[src/rtl/core/sldf_pkg.sv]
// Package for the sync, length and checksum deframer.
// Holds widths, status and phase codes, the result type and defaults.
// No dependencies.
package sldf_pkg;

    localparam int BYTE_W = 8;
    localparam int LEN_W = 16;
    localparam int SUM_W = 16;
    localparam int STATUS_W = 3;
    localparam int CFG_IDX_W = 1;

    localparam int DEFAULT_MAX_PAYLOAD = 256;

    localparam logic [BYTE_W-1:0] TYPE_INVALID = 8'hFF;

    localparam logic [CFG_IDX_W-1:0] CFG_SYNC_FIRST = 1'b0;
    localparam logic [CFG_IDX_W-1:0] CFG_SYNC_SECOND = 1'b1;

    typedef enum logic [STATUS_W-1:0] {
        ST_OK    = 3'd0,
        ST_SYNC  = 3'd1,
        ST_LONG  = 3'd2,
        ST_TRUNC = 3'd3,
        ST_CKSUM = 3'd4
    } status_t;

    typedef enum logic [7:0] {
        PH_SYNC1   = 8'b0000_0001,
        PH_SYNC2   = 8'b0000_0010,
        PH_TYPE    = 8'b0000_0100,
        PH_LENHI   = 8'b0000_1000,
        PH_LENLO   = 8'b0001_0000,
        PH_PAYLOAD = 8'b0010_0000,
        PH_CKHI    = 8'b0100_0000,
        PH_CKLO    = 8'b1000_0000
    } phase_t;

    typedef struct packed {
        logic              result_kind;
        logic [BYTE_W-1:0] payload_byte;
        logic [BYTE_W-1:0] packet_type;
        status_t           frame_status;
    } result_t;

endpackage

[src/rtl/core/sldf_in_if.sv]
// Input channel of the deframer: one received byte per word.
// Depends on sldf_pkg.
interface sldf_in_if
    import sldf_pkg::*;
();
    logic              valid;
    logic              ready;
    logic [BYTE_W-1:0] data_byte;
    logic              last_byte;

    modport source (output valid, output data_byte, output last_byte, input ready);
    modport sink (input valid, input data_byte, input last_byte, output ready);
endinterface

[src/rtl/core/sldf_out_if.sv]
// Output channel of the deframer: one payload byte or frame status per word.
// Depends on sldf_pkg.
interface sldf_out_if
    import sldf_pkg::*;
();
    logic                valid;
    logic                ready;
    logic                result_kind;
    logic [BYTE_W-1:0]   payload_byte;
    logic [BYTE_W-1:0]   packet_type;
    logic [STATUS_W-1:0] frame_status;

    modport source (output valid, output result_kind, output payload_byte,
                    output packet_type, output frame_status, input ready);
    modport sink (input valid, input result_kind, input payload_byte,
                  input packet_type, input frame_status, output ready);
endinterface

[src/rtl/core/sync_length_checksum_deframer.sv]
// Top level of the sync, length and checksum deframer.
// Depends on sldf_pkg, sldf_in_if, sldf_out_if and sldf_fsm.
//
// The rx channel carries one received byte per word, with last_byte set on
// the final byte of each buffer. The tx channel carries one word per payload
// byte (result_kind 0) and one frame status per buffer (result_kind 1), whose
// packet_type is the frame type when the status is ok and 0xff otherwise.
// Bytes that produce no result give no tx word.
// The sync bytes are set through the write port: index 0 is the first sync
// byte and index 1 the second. They should be written only while idle.
// An accepted byte is held in the input register, parsed as it moves on, and its
// result is registered and offered on tx. One byte is accepted in every cycle
// while tx is not stalled; the rate is set by the single parse stage, whose
// longest path is the 16-bit running sum and the length compare.
// Reset clears both sync registers to zero, empties the input and output
// registers and leaves the parser waiting for the first sync byte.
// When the receiver stalls, the result stays on tx and one further byte can
// be taken into the input register; rx.ready then drops until tx moves.
module sync_length_checksum_deframer
    import sldf_pkg::*;
#(
    parameter int MAX_PAYLOAD = DEFAULT_MAX_PAYLOAD
) (
    input  logic                 clk,
    input  logic                 rst_n,
    sldf_in_if.sink              rx,
    sldf_out_if.source           tx,
    input  logic                 cfg_we,
    input  logic [CFG_IDX_W-1:0] cfg_index,
    input  logic [BYTE_W-1:0]    cfg_data
);

    logic [BYTE_W-1:0] sync_first_reg;
    logic [BYTE_W-1:0] sync_second_reg;

    logic              s0_valid_reg, s0_valid_next;
    logic [BYTE_W-1:0] s0_data_reg;
    logic              s0_last_reg;

    logic              out_valid_reg, out_valid_next;
    result_t           out_res_reg;

    logic              advance;
    logic              rx_fire;
    logic              out_load;
    logic              fsm_res_valid;
    result_t           fsm_res;

    assign advance  = s0_valid_reg && (!out_valid_reg || tx.ready);
    assign rx.ready = !s0_valid_reg || advance;
    assign rx_fire  = rx.valid && rx.ready;
    assign out_load = !out_valid_reg || tx.ready;

    always_comb
    begin
        s0_valid_next = s0_valid_reg;
        if (rx_fire)
        begin
            s0_valid_next = 1'b1;
        end
        else if (advance)
        begin
            s0_valid_next = 1'b0;
        end
        out_valid_next = out_load ? fsm_res_valid : out_valid_reg;
    end

    always_ff @(posedge clk or negedge rst_n)
    begin
        if (!rst_n)
        begin
            sync_first_reg  <= '0;
            sync_second_reg <= '0;
        end
        else if (cfg_we)
        begin
            unique case (cfg_index)
                CFG_SYNC_FIRST:  sync_first_reg  <= cfg_data;
                CFG_SYNC_SECOND: sync_second_reg <= cfg_data;
                default:         sync_first_reg  <= sync_first_reg;
            endcase
        end
    end

    always_ff @(posedge clk or negedge rst_n)
    begin
        if (!rst_n)
        begin
            s0_valid_reg  <= 1'b0;
            out_valid_reg <= 1'b0;
        end
        else
        begin
            s0_valid_reg  <= s0_valid_next;
            out_valid_reg <= out_valid_next;
        end
    end

    always_ff @(posedge clk)
    begin
        if (rx_fire)
        begin
            s0_data_reg <= rx.data_byte;
            s0_last_reg <= rx.last_byte;
        end
        if (out_load && fsm_res_valid)
        begin
            out_res_reg <= fsm_res;
        end
    end

    sldf_fsm #(
        .MAX_PAYLOAD (MAX_PAYLOAD)
    ) u_fsm (
        .clk         (clk),
        .rst_n       (rst_n),
        .item_en     (advance),
        .data_byte   (s0_data_reg),
        .last_byte   (s0_last_reg),
        .sync_first  (sync_first_reg),
        .sync_second (sync_second_reg),
        .res_valid   (fsm_res_valid),
        .res         (fsm_res)
    );

    assign tx.valid        = out_valid_reg;
    assign tx.result_kind  = out_res_reg.result_kind;
    assign tx.payload_byte = out_res_reg.payload_byte;
    assign tx.packet_type  = out_res_reg.packet_type;
    assign tx.frame_status = out_res_reg.frame_status;

    // A payload word carries no type or status.
    a_payload_clean: assert property (@(posedge clk) disable iff (!rst_n)
        tx.valid && !tx.result_kind |-> tx.packet_type == '0 && tx.frame_status == ST_OK)
        else $error("payload word with type or status set");

    // A failed frame always reports the invalid type.
    a_fail_type: assert property (@(posedge clk) disable iff (!rst_n)
        tx.valid && tx.result_kind && tx.frame_status != ST_OK
        |-> tx.packet_type == TYPE_INVALID)
        else $error("failed frame without invalid type");

    // A status word never carries payload data.
    a_status_clean: assert property (@(posedge clk) disable iff (!rst_n)
        tx.valid && tx.result_kind |-> tx.payload_byte == '0)
        else $error("status word with payload data");

    // The input side only stalls behind a result that is waiting on tx.
    a_stall_cause: assert property (@(posedge clk) disable iff (!rst_n)
        !rx.ready |-> out_valid_reg && !tx.ready && s0_valid_reg)
        else $error("input stalled without a waiting result");

endmodule

[src/rtl/core/sldf_fsm.sv]
// Frame parser of the deframer: phase, length, count and running sum.
// Works on one byte per enabled cycle and forms its result combinationally.
// Depends on sldf_pkg.
module sldf_fsm
    import sldf_pkg::*;
#(
    parameter int MAX_PAYLOAD = DEFAULT_MAX_PAYLOAD
) (
    input  logic              clk,
    input  logic              rst_n,
    input  logic              item_en,
    input  logic [BYTE_W-1:0] data_byte,
    input  logic              last_byte,
    input  logic [BYTE_W-1:0] sync_first,
    input  logic [BYTE_W-1:0] sync_second,
    output logic              res_valid,
    output result_t           res
);

    localparam int CNT_W = $clog2(MAX_PAYLOAD + 1);
    localparam logic [LEN_W-1:0] MAX_LEN = LEN_W'(MAX_PAYLOAD);

    phase_t             phase_reg, phase_next;
    logic               status_given_reg, status_given_next;
    logic [BYTE_W-1:0]  held_type_reg, held_type_next;
    logic [LEN_W-1:0]   frame_length_reg, frame_length_next;
    logic [CNT_W-1:0]   bytes_seen_reg, bytes_seen_next;
    logic [SUM_W-1:0]   running_sum_reg, running_sum_next;
    logic [BYTE_W-1:0]  checksum_high_reg, checksum_high_next;

    logic               stat_emit;
    logic               pay_emit;
    status_t            code;
    logic [LEN_W-1:0]   len_full;

    always_comb
    begin
        phase_next         = phase_reg;
        status_given_next  = status_given_reg;
        held_type_next     = held_type_reg;
        frame_length_next  = frame_length_reg;
        bytes_seen_next    = bytes_seen_reg;
        running_sum_next   = running_sum_reg;
        checksum_high_next = checksum_high_reg;
        stat_emit          = 1'b0;
        pay_emit           = 1'b0;
        code               = ST_OK;
        len_full           = {frame_length_reg[LEN_W-1:BYTE_W], data_byte};

        if (!status_given_reg)
        begin
            unique case (phase_reg)
                PH_SYNC1:
                begin
                    if (data_byte != sync_first)
                    begin
                        stat_emit = 1'b1;
                        code      = ST_SYNC;
                    end
                    else
                    begin
                        phase_next = PH_SYNC2;
                    end
                end
                PH_SYNC2:
                begin
                    if (data_byte != sync_second)
                    begin
                        stat_emit = 1'b1;
                        code      = ST_SYNC;
                    end
                    else
                    begin
                        phase_next = PH_TYPE;
                    end
                end
                PH_TYPE:
                begin
                    held_type_next = data_byte;
                    phase_next     = PH_LENHI;
                end
                PH_LENHI:
                begin
                    frame_length_next = {data_byte, {BYTE_W{1'b0}}};
                    phase_next        = PH_LENLO;
                end
                PH_LENLO:
                begin
                    frame_length_next = len_full;
                    bytes_seen_next   = '0;
                    running_sum_next  = '0;
                    if (len_full > MAX_LEN)
                    begin
                        stat_emit = 1'b1;
                        code      = ST_LONG;
                    end
                    else if (len_full == '0)
                    begin
                        phase_next = PH_CKHI;
                    end
                    else
                    begin
                        phase_next = PH_PAYLOAD;
                    end
                end
                PH_PAYLOAD:
                begin
                    running_sum_next = running_sum_reg + SUM_W'(data_byte);
                    bytes_seen_next  = bytes_seen_reg + CNT_W'(1);
                    if (LEN_W'(bytes_seen_next) >= frame_length_reg)
                    begin
                        phase_next = PH_CKHI;
                    end
                    pay_emit = !last_byte;
                end
                PH_CKHI:
                begin
                    checksum_high_next = data_byte;
                    phase_next         = PH_CKLO;
                end
                PH_CKLO:
                begin
                    stat_emit = 1'b1;
                    code = ({checksum_high_reg, data_byte} == running_sum_reg) ?
                           ST_OK : ST_CKSUM;
                end
                default:
                begin
                    phase_next = PH_SYNC1;
                end
            endcase

            if (last_byte && !stat_emit)
            begin
                stat_emit = 1'b1;
                pay_emit  = 1'b0;
                code      = ST_TRUNC;
            end
        end

        if (last_byte)
        begin
            phase_next        = PH_SYNC1;
            status_given_next = 1'b0;
        end
        else
        begin
            status_given_next = status_given_reg | stat_emit;
        end
    end

    assign res_valid = item_en && (stat_emit || pay_emit);

    always_comb
    begin
        res.result_kind  = stat_emit;
        res.payload_byte = pay_emit ? data_byte : '0;
        res.packet_type  = '0;
        res.frame_status = ST_OK;
        if (stat_emit)
        begin
            res.packet_type  = (code == ST_OK) ? held_type_reg : TYPE_INVALID;
            res.frame_status = code;
        end
    end

    always_ff @(posedge clk or negedge rst_n)
    begin
        if (!rst_n)
        begin
            phase_reg        <= PH_SYNC1;
            status_given_reg <= 1'b0;
        end
        else if (item_en)
        begin
            phase_reg        <= phase_next;
            status_given_reg <= status_given_next;
        end
    end

    always_ff @(posedge clk)
    begin
        if (item_en)
        begin
            held_type_reg     <= held_type_next;
            frame_length_reg  <= frame_length_next;
            bytes_seen_reg    <= bytes_seen_next;
            running_sum_reg   <= running_sum_next;
            checksum_high_reg <= checksum_high_next;
        end
    end

endmodule

[src/flat_wrapper.sv]
// flat-port wrapper written by rule: the top's interface ports become plain ports
module sync_length_checksum_deframer_flat import sldf_pkg::*;
#(
    parameter int MAX_PAYLOAD = DEFAULT_MAX_PAYLOAD
)
  (clk, rst_n, cfg_we, cfg_index, cfg_data, rx_valid, rx_data_byte, rx_last_byte, rx_ready, tx_valid, tx_result_kind, tx_payload_byte, tx_packet_type, tx_frame_status, tx_ready);
  sldf_in_if rx_i ();
  sldf_out_if tx_i ();
  input  logic clk;
  input  logic rst_n;
  input  logic cfg_we;
  input  logic [CFG_IDX_W-1:0] cfg_index;
  input  logic [BYTE_W-1:0] cfg_data;
  input wire logic [$bits(rx_i.valid)-1:0] rx_valid;
  input wire logic [$bits(rx_i.data_byte)-1:0] rx_data_byte;
  input wire logic [$bits(rx_i.last_byte)-1:0] rx_last_byte;
  output wire logic [$bits(rx_i.ready)-1:0] rx_ready;
  output wire logic [$bits(tx_i.valid)-1:0] tx_valid;
  output wire logic [$bits(tx_i.result_kind)-1:0] tx_result_kind;
  output wire logic [$bits(tx_i.payload_byte)-1:0] tx_payload_byte;
  output wire logic [$bits(tx_i.packet_type)-1:0] tx_packet_type;
  output wire logic [$bits(tx_i.frame_status)-1:0] tx_frame_status;
  input wire logic [$bits(tx_i.ready)-1:0] tx_ready;
  assign rx_i.valid = rx_valid;
  assign rx_i.data_byte = rx_data_byte;
  assign rx_i.last_byte = rx_last_byte;
  assign rx_ready = rx_i.ready;
  assign tx_valid = tx_i.valid;
  assign tx_result_kind = tx_i.result_kind;
  assign tx_payload_byte = tx_i.payload_byte;
  assign tx_packet_type = tx_i.packet_type;
  assign tx_frame_status = tx_i.frame_status;
  assign tx_i.ready = tx_ready;
  sync_length_checksum_deframer #(.MAX_PAYLOAD(MAX_PAYLOAD)) u_core (.clk(clk), .rst_n(rst_n), .rx(rx_i), .tx(tx_i), .cfg_we(cfg_we), .cfg_index(cfg_index), .cfg_data(cfg_data));
endmodule
[config.mk]
export PLATFORM = sky130hd
export DESIGN_NAME = sync_length_checksum_deframer_flat
export DESIGN_NICKNAME = d
export VERILOG_FILES = /design/src/rtl/core/sldf_pkg.sv /design/src/rtl/core/sldf_in_if.sv /design/src/rtl/core/sldf_out_if.sv /design/src/rtl/core/sync_length_checksum_deframer.sv /design/src/rtl/core/sldf_fsm.sv /design/src/flat_wrapper.sv
export SDC_FILE = /design/constraint.sdc
export NUM_CORES = 1
export LEC_CHECK = 0
export ABC_AREA = 0
export BUFFER_PORTS_ARGS = -buffer_cell sky130_fd_sc_hd__buf_2
export CAP_MARGIN = 20
export CORE_MARGIN = 3
export CORE_UTILIZATION = 64
export CTS_CLUSTER_DIAMETER = 30
export DETAILED_ROUTE_END_ITERATION = 8
export GPL_TIMING_DRIVEN = 1
export HOLD_SLACK_MARGIN = 0.1
export PLACE_DENSITY = 0.81
export SLEW_MARGIN = 30
export SYNTH_ARGS = -nofsm -noshare
export SYNTH_HDL_FRONTEND = slang
export SYNTH_SLANG_ARGS = --single-unit
[constraint.sdc]
create_clock -name clk -period 4.4 [get_ports clk]
set_clock_uncertainty 0.05 [all_clocks]
set_input_delay 0.88 -clock clk [delete_from_list [all_inputs] [get_ports clk]]
set_output_delay 0.88 -clock clk [all_outputs]
set_load 0.1 [all_outputs]
* Word-level counts from Yosys, hierarchy flattened
Index checks and enable logic that the tools add are counted.
Operators by class: add/sub/neg operators 2, equal/unequal tests 17, multiplexer cells 32, reductions and logical operators 25, order comparisons 2, bitwise operators 4
Operator list (number):
- one-hot mux 16 bit (2 select lines) | 2
- one-hot mux 8 bit (8 select lines) | 1
- two-way mux 8 bit | 7
- one-hot mux 9 bit (2 select lines) | 1
- adder 16 x 8 -> 16 bit | 1
- equality test 16 bit | 1
- greater-or-equal comparator 9 x 16 -> 1 bit | 1
- > comparator 16 x 9 -> 1 bit (second input constant) | 1
- logical NOT 16 bit | 1
- != test 8 bit | 2
- two-way mux 1 bit | 14
- != test 3 x 2 -> 1 bit (second input constant) | 4
- one-hot mux 3 bit (4 select lines) | 1
- AND reduction 3 bit | 4
- adder 9 x 1 -> 9 bit (second input constant) | 1
- two-way mux 3 bit | 3
- equality test 8 x 1 -> 1 bit (second input constant) | 1
- equality test 8 x 2 -> 1 bit (second input constant) | 1
- equality test 8 x 3 -> 1 bit (second input constant) | 1
- equality test 8 x 4 -> 1 bit (second input constant) | 1
- equality test 8 x 5 -> 1 bit (second input constant) | 1
- equality test 8 x 6 -> 1 bit (second input constant) | 1
- equality test 8 x 7 -> 1 bit (second input constant) | 1
- equality test 8 bit (second input constant) | 1
- other kinds (14) | 29
Storage, ports and cells: word-level logic and storage cells 100, bits of input ports 23, output and inout bits 22, bits in registers 113

* Depth between registers and ports, before layout
word-level depth 11, depth in mapped cells 13, mapped depth without buffers 12

* Hierarchy
Synthesis repeated with hierarchy kept, for this count alone.
Unflattened totals: cells, all modules 439, area total of the unflattened synthesis 5671.7 µm²
By module, submodules not included:
- sldf_fsm | times used 1, area an instance 4063.9 µm², cells an instance 366, sequential area each 1938.1 µm²
- sync_length_checksum_deframer | times used 1, area an instance 1607.8 µm², cells an instance 73, sequential area each 1321.3 µm²

* Worst setup path after synthesis
OpenSTA, ideal clock, no wires.
path kind flip-flop to flip-flop, start register u_core.out_valid_reg, in the netlist u_core.tx.valid, end register u_core.u_fsm.bytes_seen_reg[0] (enable), data arrival time 2.624 ns, stages on the path, launching flop included 4, clock period less this slack 3.090 ns, slack 1.310 ns, path buffers 0, cell sequence dfrtp_1 -> nand2b_1 -> nand3_1 -> a21oi_1
On the way: cells in the longest elaborated chain, start to end 4
RTL lines:
- from (decl) | RTL line sync_length_checksum_deframer.sv:40 | logic out_valid_reg, out_valid_next;
- from (signal assigned) | RTL line sync_length_checksum_deframer.sv:95 | out_valid_reg <= out_valid_next;
- logical NOT 1 bit | RTL line sync_length_checksum_deframer.sv:49 | assign advance = s0_valid_reg && (!out_valid_reg || tx.ready);
- logical OR 1 bit | RTL line sync_length_checksum_deframer.sv:49
- logical AND 1 bit | RTL line sync_length_checksum_deframer.sv:49
- AND reduction 3 bit (no source line)
- to (signal assigned) | RTL line sldf_fsm.sv:187 | bytes_seen_reg <= bytes_seen_next;
- to (decl) | RTL line sldf_fsm.sv:27 | logic [CNT_W-1:0] bytes_seen_reg, bytes_seen_next;
No other way between the ends. A chain may end at the register's enable or synchronous reset.

* Final worst setup path
start register u_core.s0_data_reg[4], end register u_core.out_res_reg (netlist bit u_core.tx.packet_type[5]), data pin
On the way: cells in the longest elaborated chain, start to end 10, elaborated cells on any way between the ends 22, classes of those cells 1 x order compare; 3 x eq/ne; 15 x mux; 3 x reduce/logical
RTL lines:
- from (decl) | RTL line sync_length_checksum_deframer.sv:37 | logic [BYTE_W-1:0] s0_data_reg;
- from (signal assigned) | RTL line sync_length_checksum_deframer.sv:103 | s0_data_reg <= rx.data_byte;
- > comparator 16 x 9 -> 1 bit (tied with other cells) | RTL line sldf_fsm.sv:92 | if (len_full > MAX_LEN)
- two-way mux 1 bit, on equally long branches | RTL line sldf_fsm.sv:92, sldf_fsm.sv:55, sldf_fsm.sv:67
- one-hot mux 1 bit (4 select lines) | RTL line sldf_fsm.sv:52 | unique case (phase_reg)
- two-way mux 1 bit | RTL line sldf_fsm.sv:50 | if (!status_given_reg)
- logical NOT 1 bit | RTL line sldf_fsm.sv:133 | if (last_byte && !stat_emit)
- logical AND 1 bit | RTL line sldf_fsm.sv:133
- two-way mux 3 bit | RTL line sldf_fsm.sv:133
- two-way mux 3 bit | RTL line sldf_fsm.sv:50
- logical NOT 3 bit | RTL line sldf_fsm.sv:162 | res.packet_type = (code == ST_OK) ? held_type_reg : TYPE_INVALID;
- two-way mux 8 bit | RTL line sldf_fsm.sv:162
- to (signal assigned) | RTL line sync_length_checksum_deframer.sv:108 | out_res_reg <= fsm_res;
- to (decl) | RTL line sync_length_checksum_deframer.sv:41 | result_t out_res_reg;
Parallel ways exist; a longest one is shown, timed or not. The select of a mux whose other input is x is not followed.

==> flow_summary_export.csv <==
group,metric,value,unit
layout,antennaDiodeCount,0,
critical_path,critical-path-max-stage-delay,0.60,ns
cts,worst_setup_hold_path_clk_slew,0.06,ns
synthesis,edff_count_synth,86,
floorplan,initial_utilization,0.665,
timing,worst_pin_slew,0.828,ns
route,via_density_per_instance,6.11,
layout,post_route_cells_drive_above_1_share,0.234,
grt,first_pass_grt_wire_length,19400,µm
cts,cts.path.max_buffers,2,
placement,hpwl,7870,µm
layout,fillers,498,
timing,finalHoldWorstSlack,0.314,ns
timing,rsz_0062_raised_after_global_routing,"false",
synthesis,mappedNetlistNets,470,
critical_path,critPathKind,"flip-flop to flip-flop",
layout,final_core_util,0.779,
grt,first_global_vias,3846,
synthesis,synth_top_area_share,0.470,
synthesis,synth.yosys.warnings,0,
critical_path,cp_cell_sequence,"ha_1, nor4_1, nand4_1, nor4_1, o2111ai_2, o221a_2",
floorplan,die_area,0.00973,mm²
timing,final.setup.tns,0,ns
floorplan,die_height,98.6,µm
synthesis,sequential_element_share_of_the_synthesized_area,0.594,
critical_path,crit_path_start_kind,"flip-flop",
grt,grt_max_degree,28,
route,antenna_left,0,
floorplan,core.rowCount,33,
synthesis,avgSynthCellArea,12.8,µm²
route,route.detailed.drc,0,
cts,numClockSinks,113,
floorplan,area_inside_the_core_boundary,0.00826,mm²
grt,grt_total_ovfl,0,
min_path,min-delay-path-class,"input port to async pin",
critical_path,timing.rr.end,"u_core.tx.packet_type[5]",
pwr,vdd.ir_drop.worst,336,µV
pwr,p_leak,0.00253,µW
cts,worst_skew_pair.late_latency,0.52,ns
grt,grt_util_all_layers,0.259,
grt,antenna_violations_before_repair,0,
critical_path,path_common_cell,"sky130_fd_sc_hd__nor4_1",
critical_path,timing.critical_path.arrival,3.28,ns
cts,post-cts-setup-buffer-count,0,
placement,portBuffers,44,
synthesis,synthesis.area,0.00549,mm²
synthesis,synth_top_flop_cell,"sky130_fd_sc_hd__edfxtp_1",
timing,finalWorstPathRequiredPeriod,3.07,ns
timing,report.final.hold_viol_count,0,
cts,tritoncts,"yes",
critical_path,critPathCaptureType,"flip-flop",
cts,cts_repair_resize_count,0,
synthesis,synthDominantAreaCellType,"sky130_fd_sc_hd__edfxtp_1",
floorplan,die_width,98.6,µm
floorplan,io-pin-count,45,
pwr,total_power_per_unit_cell_area,478,mW/mm²
route,routed-via-count,3671,
timing,drv_slew,0,
placement,dp_cells,569,
layout,area_growth_syn_to_layout,17.1,%
cts,cts.hold.buffers_added,0,
synthesis,share_of_flip_flops_with_an_asynchronous_set_or_reset_after_synthesis,0.239,
synthesis,yosys.cell_types.count,54,
status,run_status,"finished, final reports clean",
critical_path,crit_fanout,9,
critical_path,cpMaxStageDelayCell,"sky130_fd_sc_hd__edfxtp_1",
layout,fin_nets,525,
critical_path,reg2reg_slack,1.33,ns
critical_path,timing.critical_path.buf_inv,0,
route,detail_route.wirelength,11600,µm
placement,place_congestion,0.871,
timing,maxClockFrequency,326,MHz
critical_path,crit-reg2reg-launch,"u_core.s0_data_reg[4]",
synthesis,synth_commonest_cells,"sky130_fd_sc_hd__edfxtp_1 (86), sky130_fd_sc_hd__nor2_1 (30), sky130_fd_sc_hd__xnor2_1 (29), sky130_fd_sc_hd__dfrtp_1 (26), sky130_fd_sc_hd__and2_1 (25)",
route,first_pass_iters,4,
synthesis,synth-seq-cells,113,
run,maxCapViolCount,0,
synthesis,synthTopCellsByArea,"sky130_fd_sc_hd__edfxtp_1 (47%), sky130_fd_sc_hd__dfrtp_1 (12%), sky130_fd_sc_hd__xnor2_1 (4.6%)",
route,drt_iter0_markers,302,
cts,htreeDepth,4,
route,avgRoutedWirePerCell,19.4,µm
layout,register_area,0.00326,mm²
cts,cts.root.buffer_cell,"sky130_fd_sc_hd__clkbuf_8",
critical_path,critPathRequiredTime,4.62,ns
synthesis,yosys.cell_count.top_type,"sky130_fd_sc_hd__edfxtp_1",
cts,tritoncts.num_buffers,17,
critical_path,critical-path-top-delay-family,"simple AND/OR/NAND/NOR gates",
layout,instances_no_fill,601,
timing,max_slew_margin,0.441,
timing,finalSetupViolCount,0,
synthesis,syn-instance-count,428,
timing,min_period_over_period,0.697,
layout,multi_input_logic_area,0.00211,mm²
critical_path,r2r_cells,6,
layer usage:
| metal | GRT usage | part of all wire | up-vias |
|---|---|---|---|
| met3 | 0.0573 | 0.057 | 29 |
| met2 | 0.427 | 0.50 | 149 |
| met1 | 0.333 | 0.41 | 1791 |
| met5 | 0 | 0 | - |
| li1 | - | - | 1702 |
| met4 | 0.116 | 0.027 | 0 |
final cells by class:
| class | instances | area share |
|---|---|---|
| clock buffer | 24 | 0.0883 |
| clock inverter | 8 | 0.00837 |
| inverter | 17 | 0.00992 |
| multi-input combinational | 287 | 0.328 |
| sequential | 113 | 0.507 |
| tap | 105 | 0.0204 |
| timing repair buffer | 47 | 0.0378 |
through the flow:
stage	setup slack (ns)	instance area, µm²	power (µW)
final	1.33	6430	3070
after global routing	1.09	6430	3170
after CTS	1.34	6430	3090
after detailed placement	1.40	5810	1710
after global placement	1.46	5810	1700
after floorplan	1.31	5490	1630
worst max-delay path by stage:
stage	from	slack [ns]	cells after the start	endpoint
2_1_floorplan	u_core.tx.valid	1.31	3	u_core.u_fsm.bytes_seen_reg[0]
3_3_place_gp	u_core.s0_data_reg[5]	1.46	6	u_core.tx.packet_type[3]
3_5_place_dp	u_core.s0_data_reg[5]	1.40	6	u_core.tx.packet_type[5]
4_1_cts	u_core.s0_data_reg[5]	1.34	6	u_core.tx.packet_type[5]
5_1_grt	u_core.s0_data_reg[4]	1.09	6	u_core.tx.packet_type[5]
6_report	u_core.s0_data_reg[4]	1.33	6	u_core.tx.packet_type[5]
where the power goes:
part | switching [µW] | internal (µW)
registers | 60.2 | 1220
clock network | 479 | 896
logic | 306 | 109
cells by family (layout without fill, tap and decap cells):
family                   Yosys count  count (layout)  synth area share
XOR/XNOR                          39              39            0.0622
AND/OR/NAND/NOR                  151             151             0.160
AO/OA/AOI/OAI                     62              62            0.0841
buffers and inverters             28              96            0.0226
adder cells (fa/ha/maj)           19              19            0.0447
multiplexers                      16              16            0.0328
flip-flops                       113             113             0.594
layout by cell type, fill, tap and decap left out, types with 6 or more instances in the layout:
cell type,netlist,final
sky130_fd_sc_hd__inv_1,17,17
sky130_fd_sc_hd__buf_2,0,44
sky130_fd_sc_hd__o221a_2,8,8
sky130_fd_sc_hd__nand4_1,9,9
sky130_fd_sc_hd__o21ai_0,11,11
sky130_fd_sc_hd__a21oi_1,13,12
sky130_fd_sc_hd__nor3_1,9,9
sky130_fd_sc_hd__mux2_2,16,16
sky130_fd_sc_hd__edfxtp_1,86,86
sky130_fd_sc_hd__xnor2_1,29,29
sky130_fd_sc_hd__nor2_1,30,30
sky130_fd_sc_hd__dfrtp_1,26,26
sky130_fd_sc_hd__nor4_1,6,6
sky130_fd_sc_hd__clkbuf_16,0,22
sky130_fd_sc_hd__nand2_1,14,14
sky130_fd_sc_hd__ha_1,18,18
sky130_fd_sc_hd__and2_1,25,25
sky130_fd_sc_hd__xor2_1,10,10
sky130_fd_sc_hd__nor2b_1,13,13
sky130_fd_sc_hd__nand3_1,14,14
No activity file was read; power rests on OpenSTA's default activity.
